File: config.mk
export PLATFORM = sky130hd
export DESIGN_NAME = sha1_message_hasher_top
export DESIGN_NICKNAME = d
export VERILOG_FILES = /design/src/hw/rtl/sha1h_pkg.sv /design/src/hw/rtl/sha1h_ctrl.sv /design/src/hw/rtl/sha1h_dp.sv /design/src/hw/rtl/sha1_message_hasher_top.sv
export SDC_FILE = /design/constraint.sdc
export NUM_CORES = 2
export LEC_CHECK = 0
export ABC_AREA = 1
export ABC_CLOCK_PERIOD_IN_PS = 17400
export BUFFER_PORTS_ARGS = -buffer_cell sky130_fd_sc_hd__buf_2
export CAP_MARGIN = 10
export CORE_MARGIN = 3
export CORE_UTILIZATION = 54
export CTS_CLUSTER_DIAMETER = 40
export DETAILED_ROUTE_END_ITERATION = 8
export PLACE_DENSITY = 0.69
export SLEW_MARGIN = 10
export SYNTH_ARGS = -nofsm -noshare
export SYNTH_HDL_FRONTEND = slang
export SYNTH_SLANG_ARGS = --single-unit
File: constraint.sdc
create_clock -name clk -period 17.4 [get_ports clk]
set_input_delay 1.74 -clock clk [delete_from_list [all_inputs] [get_ports clk]]
set_output_delay 1.74 -clock clk [all_outputs]
set_load 0.02 [all_outputs]
File: src/hw/rtl/sha1h_pkg.sv
// ----------------------------------------------------------------------------
// SHA-1 hasher package
// Shared constants, command and status types, and round helper functions
// for the SHA-1 message hasher.
// ----------------------------------------------------------------------------
`default_nettype none

package sha1h_pkg;

	// Block geometry and schedule sizes.
	localparam int BLOCK_BYTES = 64;
	localparam int FILL_W      = 6;
	localparam int SCHED_WORDS = 16;
	localparam int NUM_ROUNDS  = 80;
	localparam int RND_W       = 7;
	localparam int NUM_WORDS   = 5;
	localparam int IDX_W       = 3;
	localparam int LEN_W       = 64;

	// Byte position where the message length starts in the final block.
	localparam logic [FILL_W-1:0] LEN_POS   = 6'd56;
	localparam logic [FILL_W-1:0] LAST_POS  = 6'd63;
	localparam logic [RND_W-1:0]  LAST_RND  = 7'd79;
	localparam logic [IDX_W-1:0]  LAST_IDX  = 3'd4;
	localparam logic [7:0]        PAD_MARK  = 8'h80;

	// Round constants.
	localparam logic [31:0] K0 = 32'h5A827999;
	localparam logic [31:0] K1 = 32'h6ED9EBA1;
	localparam logic [31:0] K2 = 32'h8F1BBCDC;
	localparam logic [31:0] K3 = 32'hCA62C1D6;

	// Initial chaining values.
	localparam logic [31:0] H_INIT [NUM_WORDS] = '{
		32'h67452301, 32'hEFCDAB89, 32'h98BADCFE, 32'h10325476, 32'hC3D2E1F0
	};

	// Source of a byte pushed into the block buffer.
	typedef enum logic [1:0] {
		BSEL_IN   = 2'd0,
		BSEL_MARK = 2'd1,
		BSEL_ZERO = 2'd2,
		BSEL_LEN  = 2'd3
	} byte_sel_t;

	// Commands from the controller to the datapath.
	typedef struct packed {
		logic                push;
		byte_sel_t           byte_sel;
		logic [FILL_W-1:0]   fill;
		logic                len_inc;
		logic                load_work;
		logic                round;
		logic [RND_W-1:0]    rnd;
		logic                update_h;
		logic                finish;
	} dp_cmd_t;

	// Status from the datapath to the controller.
	typedef struct packed {
		logic out_busy;
	} dp_stat_t;

	// Round logic function, selected by the round group.
	function automatic logic [31:0] round_f(input logic [RND_W-1:0] rnd,
		input logic [31:0] b, input logic [31:0] c, input logic [31:0] d);
		logic [31:0] f;
		if (rnd < 7'd20) begin
			f = (b & c) | (~b & d);
		end else if (rnd < 7'd40) begin
			f = b ^ c ^ d;
		end else if (rnd < 7'd60) begin
			f = (b & c) | (b & d) | (c & d);
		end else begin
			f = b ^ c ^ d;
		end
		return f;
	endfunction

	// Round constant, selected by the round group.
	function automatic logic [31:0] round_k(input logic [RND_W-1:0] rnd);
		logic [31:0] k;
		if (rnd < 7'd20) begin
			k = K0;
		end else if (rnd < 7'd40) begin
			k = K1;
		end else if (rnd < 7'd60) begin
			k = K2;
		end else begin
			k = K3;
		end
		return k;
	endfunction

endpackage

`default_nettype wire

File: src/hw/rtl/sha1h_ctrl.sv
// ----------------------------------------------------------------------------
// SHA-1 hasher controller
// State machine that accepts input bytes, sequences padding, runs the 80
// compression rounds and hands the finished digest to the output buffer.
// ----------------------------------------------------------------------------
`default_nettype none

module sha1h_ctrl
	import sha1h_pkg::*;
(
	input  wire logic     clk,
	input  wire logic     arst_n,
	input  wire logic     in_valid,
	input  wire logic     in_present,
	input  wire logic     in_end,
	output logic          in_ready,
	output dp_cmd_t       cmd,
	input  wire dp_stat_t stat
);

	typedef enum logic [5:0] {
		S_IDLE  = 6'b000001,
		S_PAD   = 6'b000010,
		S_LOAD  = 6'b000100,
		S_ROUND = 6'b001000,
		S_UPD   = 6'b010000,
		S_OUT   = 6'b100000
	} state_t;

	state_t            state_q, state_d;
	logic [FILL_W-1:0] fill_q, fill_d;
	logic [RND_W-1:0]  rnd_q, rnd_d;
	logic              fin_q, fin_d;
	logic              mark_q, mark_d;
	logic              lenph_q, lenph_d;
	logic              done_q, done_d;

	// Next-state and command logic.
	always_comb begin
		state_d  = state_q;
		fill_d   = fill_q;
		rnd_d    = rnd_q;
		fin_d    = fin_q;
		mark_d   = mark_q;
		lenph_d  = lenph_q;
		done_d   = done_q;
		in_ready = 1'b0;

		cmd           = '0;
		cmd.byte_sel  = BSEL_IN;
		cmd.fill      = fill_q;
		cmd.rnd       = rnd_q;

		case (state_q)
			S_IDLE: begin
				in_ready = 1'b1;
				if (in_valid) begin
					fin_d = in_end;
					if (in_present) begin
						cmd.push     = 1'b1;
						cmd.byte_sel = BSEL_IN;
						cmd.len_inc  = 1'b1;
						fill_d       = fill_q + FILL_W'(1);
					end
					if (in_present && (fill_q == LAST_POS)) begin
						state_d = S_LOAD;
					end else if (in_end) begin
						state_d = S_PAD;
					end
				end
			end
			S_PAD: begin
				cmd.push = 1'b1;
				fill_d   = fill_q + FILL_W'(1);
				if (!mark_q) begin
					cmd.byte_sel = BSEL_MARK;
					mark_d       = 1'b1;
				end else if ((fill_q == LEN_POS) || lenph_q) begin
					cmd.byte_sel = BSEL_LEN;
					lenph_d      = 1'b1;
					if (fill_q == LAST_POS) begin
						done_d = 1'b1;
					end
				end else begin
					cmd.byte_sel = BSEL_ZERO;
				end
				if (fill_q == LAST_POS) begin
					state_d = S_LOAD;
				end
			end
			S_LOAD: begin
				cmd.load_work = 1'b1;
				rnd_d         = '0;
				state_d       = S_ROUND;
			end
			S_ROUND: begin
				cmd.round = 1'b1;
				rnd_d     = rnd_q + RND_W'(1);
				if (rnd_q == LAST_RND) begin
					state_d = S_UPD;
				end
			end
			S_UPD: begin
				cmd.update_h = 1'b1;
				if (done_q) begin
					state_d = S_OUT;
				end else if (fin_q) begin
					state_d = S_PAD;
				end else begin
					state_d = S_IDLE;
				end
			end
			S_OUT: begin
				if (!stat.out_busy) begin
					cmd.finish = 1'b1;
					fin_d      = 1'b0;
					mark_d     = 1'b0;
					lenph_d    = 1'b0;
					done_d     = 1'b0;
					state_d    = S_IDLE;
				end
			end
			default: begin
				state_d = S_IDLE;
			end
		endcase
	end

	// Control registers.
	always_ff @(posedge clk or negedge arst_n) begin
		if (!arst_n) begin
			state_q <= S_IDLE;
			fill_q  <= '0;
			rnd_q   <= '0;
			fin_q   <= 1'b0;
			mark_q  <= 1'b0;
			lenph_q <= 1'b0;
			done_q  <= 1'b0;
		end else begin
			state_q <= state_d;
			fill_q  <= fill_d;
			rnd_q   <= rnd_d;
			fin_q   <= fin_d;
			mark_q  <= mark_d;
			lenph_q <= lenph_d;
			done_q  <= done_d;
		end
	end

endmodule

`default_nettype wire

File: src/hw/rtl/sha1h_dp.sv
// ----------------------------------------------------------------------------
// SHA-1 hasher datapath
// Block buffer doubling as the message schedule window, working variables,
// chaining words, bit length counter and the digest output buffer.
// ----------------------------------------------------------------------------
`default_nettype none

module sha1h_dp
	import sha1h_pkg::*;
(
	input  wire logic       clk,
	input  wire logic       arst_n,
	input  wire dp_cmd_t    cmd,
	output dp_stat_t        stat,
	input  wire logic [7:0] in_byte,
	output logic [31:0]     out_word,
	output logic [IDX_W-1:0] out_index,
	output logic            out_valid,
	input  wire logic       out_ready
);

	logic [31:0]      w_q [SCHED_WORDS];
	logic [31:0]      a_q, b_q, c_q, d_q, e_q;
	logic [31:0]      h_q [NUM_WORDS];
	logic [LEN_W-1:0] len_q;
	logic [31:0]      dig_q [NUM_WORDS];
	logic [IDX_W-1:0] idx_q;
	logic             busy_q;

	logic [7:0]  push_byte;
	logic [31:0] w_next;
	logic [31:0] t_sum;

	// Byte pushed into the block: input, pad marker, zero or length byte.
	always_comb begin
		case (cmd.byte_sel)
			BSEL_IN:   push_byte = in_byte;
			BSEL_MARK: push_byte = PAD_MARK;
			BSEL_ZERO: push_byte = 8'h00;
			BSEL_LEN:  push_byte = len_q[{~cmd.fill[2:0], 3'b000} +: 8];
			default:   push_byte = 8'h00;
		endcase
	end

	// Next schedule word and round sum.
	assign w_next = {w_q[13][30:0] ^ w_q[8][30:0] ^ w_q[2][30:0] ^ w_q[0][30:0],
		w_q[13][31] ^ w_q[8][31] ^ w_q[2][31] ^ w_q[0][31]};
	assign t_sum = {a_q[26:0], a_q[31:27]} + round_f(cmd.rnd, b_q, c_q, d_q) + e_q
		+ round_k(cmd.rnd) + w_q[0];

	// Block buffer: bytes shift in big-endian, rounds shift the schedule window.
	always_ff @(posedge clk) begin
		if (cmd.push) begin
			for (int i = 0; i < SCHED_WORDS - 1; i++) begin
				w_q[i] <= {w_q[i][23:0], w_q[i+1][31:24]};
			end
			w_q[SCHED_WORDS-1] <= {w_q[SCHED_WORDS-1][23:0], push_byte};
		end else if (cmd.round) begin
			for (int i = 0; i < SCHED_WORDS - 1; i++) begin
				w_q[i] <= w_q[i+1];
			end
			w_q[SCHED_WORDS-1] <= w_next;
		end
	end

	// Working variables.
	always_ff @(posedge clk) begin
		if (cmd.load_work) begin
			a_q <= h_q[0];
			b_q <= h_q[1];
			c_q <= h_q[2];
			d_q <= h_q[3];
			e_q <= h_q[4];
		end else if (cmd.round) begin
			a_q <= t_sum;
			b_q <= a_q;
			c_q <= {b_q[1:0], b_q[31:2]};
			d_q <= c_q;
			e_q <= d_q;
		end
	end

	// Chaining words and message bit length.
	always_ff @(posedge clk or negedge arst_n) begin
		if (!arst_n) begin
			for (int i = 0; i < NUM_WORDS; i++) begin
				h_q[i] <= H_INIT[i];
			end
			len_q <= '0;
		end else begin
			if (cmd.update_h) begin
				h_q[0] <= h_q[0] + a_q;
				h_q[1] <= h_q[1] + b_q;
				h_q[2] <= h_q[2] + c_q;
				h_q[3] <= h_q[3] + d_q;
				h_q[4] <= h_q[4] + e_q;
			end else if (cmd.finish) begin
				for (int i = 0; i < NUM_WORDS; i++) begin
					h_q[i] <= H_INIT[i];
				end
			end
			if (cmd.finish) begin
				len_q <= '0;
			end else if (cmd.len_inc) begin
				len_q <= len_q + LEN_W'(8);
			end
		end
	end

	// Digest output buffer payload: loaded at finish, shifted per transaction.
	always_ff @(posedge clk) begin
		if (cmd.finish) begin
			for (int i = 0; i < NUM_WORDS; i++) begin
				dig_q[i] <= h_q[i];
			end
		end else if (busy_q && out_ready) begin
			for (int i = 0; i < NUM_WORDS - 1; i++) begin
				dig_q[i] <= dig_q[i+1];
			end
		end
	end

	// Digest output buffer control.
	always_ff @(posedge clk or negedge arst_n) begin
		if (!arst_n) begin
			idx_q  <= '0;
			busy_q <= 1'b0;
		end else if (cmd.finish) begin
			idx_q  <= '0;
			busy_q <= 1'b1;
		end else if (busy_q && out_ready) begin
			idx_q <= idx_q + IDX_W'(1);
			if (idx_q == LAST_IDX) begin
				busy_q <= 1'b0;
			end
		end
	end

	assign out_word      = dig_q[0];
	assign out_index     = idx_q;
	assign out_valid     = busy_q;
	assign stat.out_busy = busy_q;

endmodule

`default_nettype wire

File: src/hw/rtl/sha1_message_hasher_top.sv
// ----------------------------------------------------------------------------
// SHA-1 message hasher
// SHA-1 over a byte stream; emits the five digest words at end of message.
// ----------------------------------------------------------------------------
// Usage:
// The slave channel takes one transaction per message byte: tdata carries the
// byte, tuser says whether the byte is present, and tlast ends the message.
// A transaction with tlast and tuser low ends the message without a byte, so
// an empty message is allowed.
// Bytes are taken while tready is high. Each full 64-byte block then loads
// the working variables, runs 80 rounds on the single round unit and
// updates the chaining words, during all of which tready is low.
// At end of message the padding bytes are pushed one per cycle (up to 64, or
// up to 72 when a second block is needed), each block is compressed, and the
// digest goes to an output buffer once that buffer has drained.
// The master channel then gives five transactions, word 0 first, the last
// with tlast. A stalled receiver holds the buffer; the next message may be
// fed meanwhile, and its finish waits until the buffer has drained.
// Reset returns the chaining words to their initial values and clears the
// length, fill count and output buffer.
// ----------------------------------------------------------------------------
`default_nettype none

module sha1_message_hasher_top
	import sha1h_pkg::*;
(
	input  wire logic        clk,
	input  wire logic        arst_n,
	// Byte input channel.
	input  wire logic        s_axis_tvalid,
	output logic             s_axis_tready,
	input  wire logic [7:0]  s_axis_tdata,  // [7:0] data_byte
	input  wire logic        s_axis_tuser,  // [0] byte_present
	input  wire logic        s_axis_tlast,  // end_of_message
	// Digest output channel.
	output logic             m_axis_tvalid,
	input  wire logic        m_axis_tready,
	output logic [39:0]      m_axis_tdata,  // [31:0] digest_word, [34:32] word_index
	output logic             m_axis_tlast   // last_word
);

	dp_cmd_t          cmd;
	dp_stat_t         stat;
	logic [31:0]      out_word;
	logic [IDX_W-1:0] out_index;

	// Controller.
	sha1h_ctrl u_ctrl (
		.clk        (clk),
		.arst_n     (arst_n),
		.in_valid   (s_axis_tvalid),
		.in_present (s_axis_tuser),
		.in_end     (s_axis_tlast),
		.in_ready   (s_axis_tready),
		.cmd        (cmd),
		.stat       (stat)
	);

	// Datapath.
	sha1h_dp u_dp (
		.clk       (clk),
		.arst_n    (arst_n),
		.cmd       (cmd),
		.stat      (stat),
		.in_byte   (s_axis_tdata),
		.out_word  (out_word),
		.out_index (out_index),
		.out_valid (m_axis_tvalid),
		.out_ready (m_axis_tready)
	);

	// Output packing.
	assign m_axis_tdata = {5'b00000, out_index, out_word};
	assign m_axis_tlast = (out_index == LAST_IDX);

`ifndef SYNTHESIS
	// The digest buffer is only reloaded once it has drained.
	a_finish_free: assert property (@(posedge clk) disable iff (!arst_n)
		cmd.finish |-> !stat.out_busy)
		else $error("digest buffer reloaded while busy");

	// A byte push and a compression round never share a cycle.
	a_push_round: assert property (@(posedge clk) disable iff (!arst_n)
		!(cmd.push && cmd.round))
		else $error("byte push during a compression round");

	// The word index of a shown digest word stays within the digest.
	a_index_range: assert property (@(posedge clk) disable iff (!arst_n)
		m_axis_tvalid |-> (out_index <= LAST_IDX))
		else $error("digest word index out of range");

	// After the last digest word leaves, the buffer is empty in the following cycle.
	a_last_drain: assert property (@(posedge clk) disable iff (!arst_n)
		(m_axis_tvalid && m_axis_tready && m_axis_tlast) |=> !m_axis_tvalid)
		else $error("digest buffer not empty after last word");
`endif

endmodule

`default_nettype wire

==> results.md <==
* Async set-reset flop share out of synthesis at 23.0%
* Die height at 351 um
* CTS max path bufs at 3
* Netlist Area Pre-Place at 0.0643 sq mm
* Worst Path Required at 17.93 ns
* Kind of start point of the critical path: flip-flop
* Die Width at 351 um
* Yosys Warn Count at 0
* Max FO, Critical Path at 20
* DRT Pass-1 Iters at 8
* Finished layout cell area at 0.0714 sq mm
* Critical Path AT at 6.60 ns
* Hold-fix buffers, CTS at 0
* EDFF count, synth at 832
* Count of final setup violators at 0
* Sink Count at 1080
* Share of layout cells above drive strength 1 at 6.24%
* Routed length on met1 at 85100 um
* Sequential share of power at 43.9%
* Vias in the first global route at 51000
* Most common cell on crit path: nand2_1
* Detailed Route Iter0 Violations at 5933
* CTS tree: yes
* Largest net degree at the start of global routing at 196
* Final #Nets at 8102
* Clk_lat worst skew at 0.81 ns
* Highest metal used: met4
* R2R cell count at 19
* Most used DFF post-synth: edfxtp_1
* Final period utilization at 34.9%
* R2R Path Start: u_ctrl.rnd_q[5]
* Sequential area share after synthesis at 48.7%
* Wire per inst at 22.3 um
* Finished Core Util at 61.0%
* Die area at 0.123 sq mm
* Pint at 4.93 mW
* Max_cap viols at 0
* First-pass GRT wire length at 313000 um
* Fmax at 165 MHz
* Initial antenna violation count at 5
* Via count at 53600
* Fin Clk Skew at 0.0498 ns
* CP endpoint kind: flip-flop
* Post-CTS Setup Inserts at 0
* Most frequent cells in the layout: nand2_1 (2545), inv_1 (1063), o21ai_0 (833)
* Final total power at 6.47 mW
* CP startpoint: u_ctrl.rnd_q[5]
* DRC errors left at 0
* Post-Route WL at 210000 um
* Worst path cell trace: nand2_1, inv_1, nand2_1, nand3_2, nand2_1, clkinv_1, a221oi_1, fa_1, inv_1, fa_1, fa_1, ha_1, a21oi_1, nand3_1, nand2_1, nand2_1, or2_2, nand3_1, o21ai_0
* Final worst-path setup slack at 11.33 ns
* Drt via density at 5.68
* Hold Path Sink: u_dp.dig_q[1][2]
* Setup CP Type: flip-flop to flip-flop
* Met3 wire len at 16700 um
* IO Pins at 57
* Routability cong. at 1.01
* Number of core rows at 125
* Core box area at 0.117 sq mm
* Unrepaired setup endpoints after global routing: no
* GR Overflow Total at 0
* Worst slew margin at 23.6%
* Fill count at 10300
* Tightest Hold Check Type: flip-flop to flip-flop
* Synth cell types at 53
* Min-delay src: u_dp.h_q[2]
* Initial Util at 54.9%
* Area delta synth->final at 11.0%
* Clock transition at path regs at 0.06 ns
* Sw Share at 23.8%
* Post-place instance area at 0.0656 sq mm
* Combinational power share at 3.1%
* Post-Place Setup Slack at 11.34 ns
* Hold Vio Cnt, Final at 0
* Switching power at 1.54 mW
* Post-detail-place hpwl at 154000 um
* CP peak stage delay at 0.55 ns
* Post-CTS sizing at 0
* Status: finished, final reports clean
* CP max-delay cell: clkinv_1
* Max-slew violations at 0
* Leakage power at 33.2 nW
* H-Tree Depth at 4
* DR WL met2 at 96100 um
* Tot GR Track Use at 34.1%
* Reg2reg setup slack at 11.33 ns
* Yosys reg bits at 1080
* Worst slew pin tran at 1.14 ns
* Final ANT Viol Nets at 0
* Hold path cells at 0
* Num CTS Buffers at 165
* Post-Synthesis Cells at 7788
* Setup_tns at 0 ns
* Average size of a mapped cell at 8.26 sq um
* # port buffers at 51
* Most common cell after layout, fill and taps aside: nand2_1
* Worst R2R End: u_dp.a_q[9]
* Worst VDD drop at 100 uV
* CTS root buf: clkbuf_16
* Clock power frac at 53.0%
* Pwr Density at 90.6 mW/mm^2
* Min Clock Period, post-route at 6.07 ns
## power groups by stage
| stage | registers [mW] | logic [mW] | clock network [mW] |
|---|---|---|---|
| after floorplan | 2.90 | 0.112 | 0 |
| after global placement | 2.89 | 0.195 | 0 |
| after detailed placement | 2.89 | 0.197 | 0 |
| after CTS | 2.84 | 0.197 | 3.47 |
| after global routing | 2.85 | 0.213 | 3.59 |
| final | 2.84 | 0.198 | 3.43 |
## cell type report
type | instances | area (sq um) | area share, %
well taps | 1524 | 1910 | 2.67
inverters | 1075 | 4050 | 5.68
clock buffers | 190 | 4320 | 6.04
diodes | 2 | 5.00 | 0.00701
flip-flops and latches | 1080 | 31300 | 43.8
multi-input cells | 5355 | 27800 | 38.9
clock inverters | 119 | 1480 | 2.07
repair buffers | 86 | 566 | 0.792
## sequential cells by signal, summed over array words and instances (netlist names), 3 cells and up
signal	flops
u_dp.c_q	32
u_dp.out_index	3
u_dp.e_q	32
u_dp.h_q	160
u_dp.dig_q	160
u_dp.len_q	61
u_ctrl.rnd_q	7
u_dp.w_q	512
u_ctrl.state_q	6
u_dp.b_q	32
u_ctrl.fill_q	6
u_dp.d_q	32
u_dp.a_q	32
## logic make-up (layout without fill, tap and decap cells)
group | Yosys count | in the layout | share of synthesized area (%)
AOI/OAI and AO/OA | 1246 | 1246 | 10.2
xor gates and xnor gates | 178 | 178 | 2.42
DFF | 1080 | 1080 | 48.7
buffers and inverters | 1357 | 1470 | 8.24
and+or+nand+nor | 3601 | 3601 | 22.7
adders and majority gates | 325 | 325 | 7.71
other | 1 | 7 | 0.00583
## per-stage QoR
| stage | hold slack, ns | std cells |
|---|---|---|
| 2_1_floorplan | 0.442 | 7792 |
| 3_3_place_gp | 0.461 | 9120 |
| 3_5_place_dp | 0.468 | 9120 |
| 4_1_cts | 0.484 | 9429 |
| 5_1_grt | 0.504 | 9429 |
| 6_report | 0.483 | 9431 |
## how the worst max path moves through the flow
| stage | to | slack, ns | depth (start not counted) |
|---|---|---|---|
| final | u_dp.a_q[9] | 11.33 | 19 |
| after global routing | u_dp.a_q[21] | 10.91 | 20 |
| after CTS | u_dp.a_q[9] | 11.37 | 19 |
| after detailed placement | u_dp.a_q[9] | 11.34 | 19 |
| after global placement | u_dp.a_q[9] | 11.42 | 19 |
| after floorplan | u_dp.w_q[0][0] | 3.00 | 6 |
## worst max-delay path, delay by kind of cell (launching register included)
kind | cells | cell delay, ns
AOI/OAI and AO/OA | 3 | 0.93
DFF | 1 | 0.43
and+or+nand+nor | 9 | 2.00
buffers and inverters | 3 | 0.68
adders and majority gates | 4 | 1.77
## per-layer routing
metal / up-vias / global-route usage (%)
met2: 2141 / 54.2
met1: 25600 / 45.3
met4: 0 / 17.5
met5: - / 0
met3: 451 / 5.73
li1: 25400 / -
## synthesized netlist by cell type, types with 4 or more instances
| library cell | number | share of area [%] |
|---|---|---|
| nand2_1 | 2549 | 15 |
| inv_1 | 1064 | 6.2 |
| o21ai_0 | 833 | 6.5 |
| edfxtp_1 | 832 | 39 |
| nor2_1 | 427 | 2.5 |
| nand3_1 | 356 | 2.8 |
| a21oi_1 | 256 | 2.0 |
| ha_1 | 206 | 4.0 |
| clkbuf_1 | 182 | 1.1 |
| dfrtp_1 | 167 | 6.5 |
| fa_1 | 119 | 3.7 |
| nand4_1 | 119 | 1.2 |
| xnor2_1 | 112 | 1.5 |
| dfstp_2 | 81 | 3.3 |
| xor2_1 | 66 | 0.90 |
| nor3_1 | 65 | 0.51 |
| o22ai_1 | 54 | 0.53 |
| buf_2 | 48 | 0.37 |
| o21bai_1 | 41 | 0.48 |
| buf_4 | 38 | 0.44 |
| or2_2 | 23 | 0.22 |
| nand3b_1 | 18 | 0.21 |
| and2_1 | 15 | 0.15 |
| o211ai_1 | 15 | 0.18 |
| buf_1 | 14 | 0.082 |
| nor4_1 | 10 | 0.097 |
| o221ai_1 | 10 | 0.14 |
| a21o_1 | 7 | 0.082 |
| clkinv_1 | 7 | 0.041 |
| a211oi_1 | 6 | 0.070 |
| a221oi_1 | 6 | 0.082 |
| nor2_2 | 5 | 0.049 |
| and3_1 | 4 | 0.039 |
| o21ai_1 | 4 | 0.031 |
| o31ai_1 | 4 | 0.047 |
Note: power is estimated with default switching activity, not from simulation.
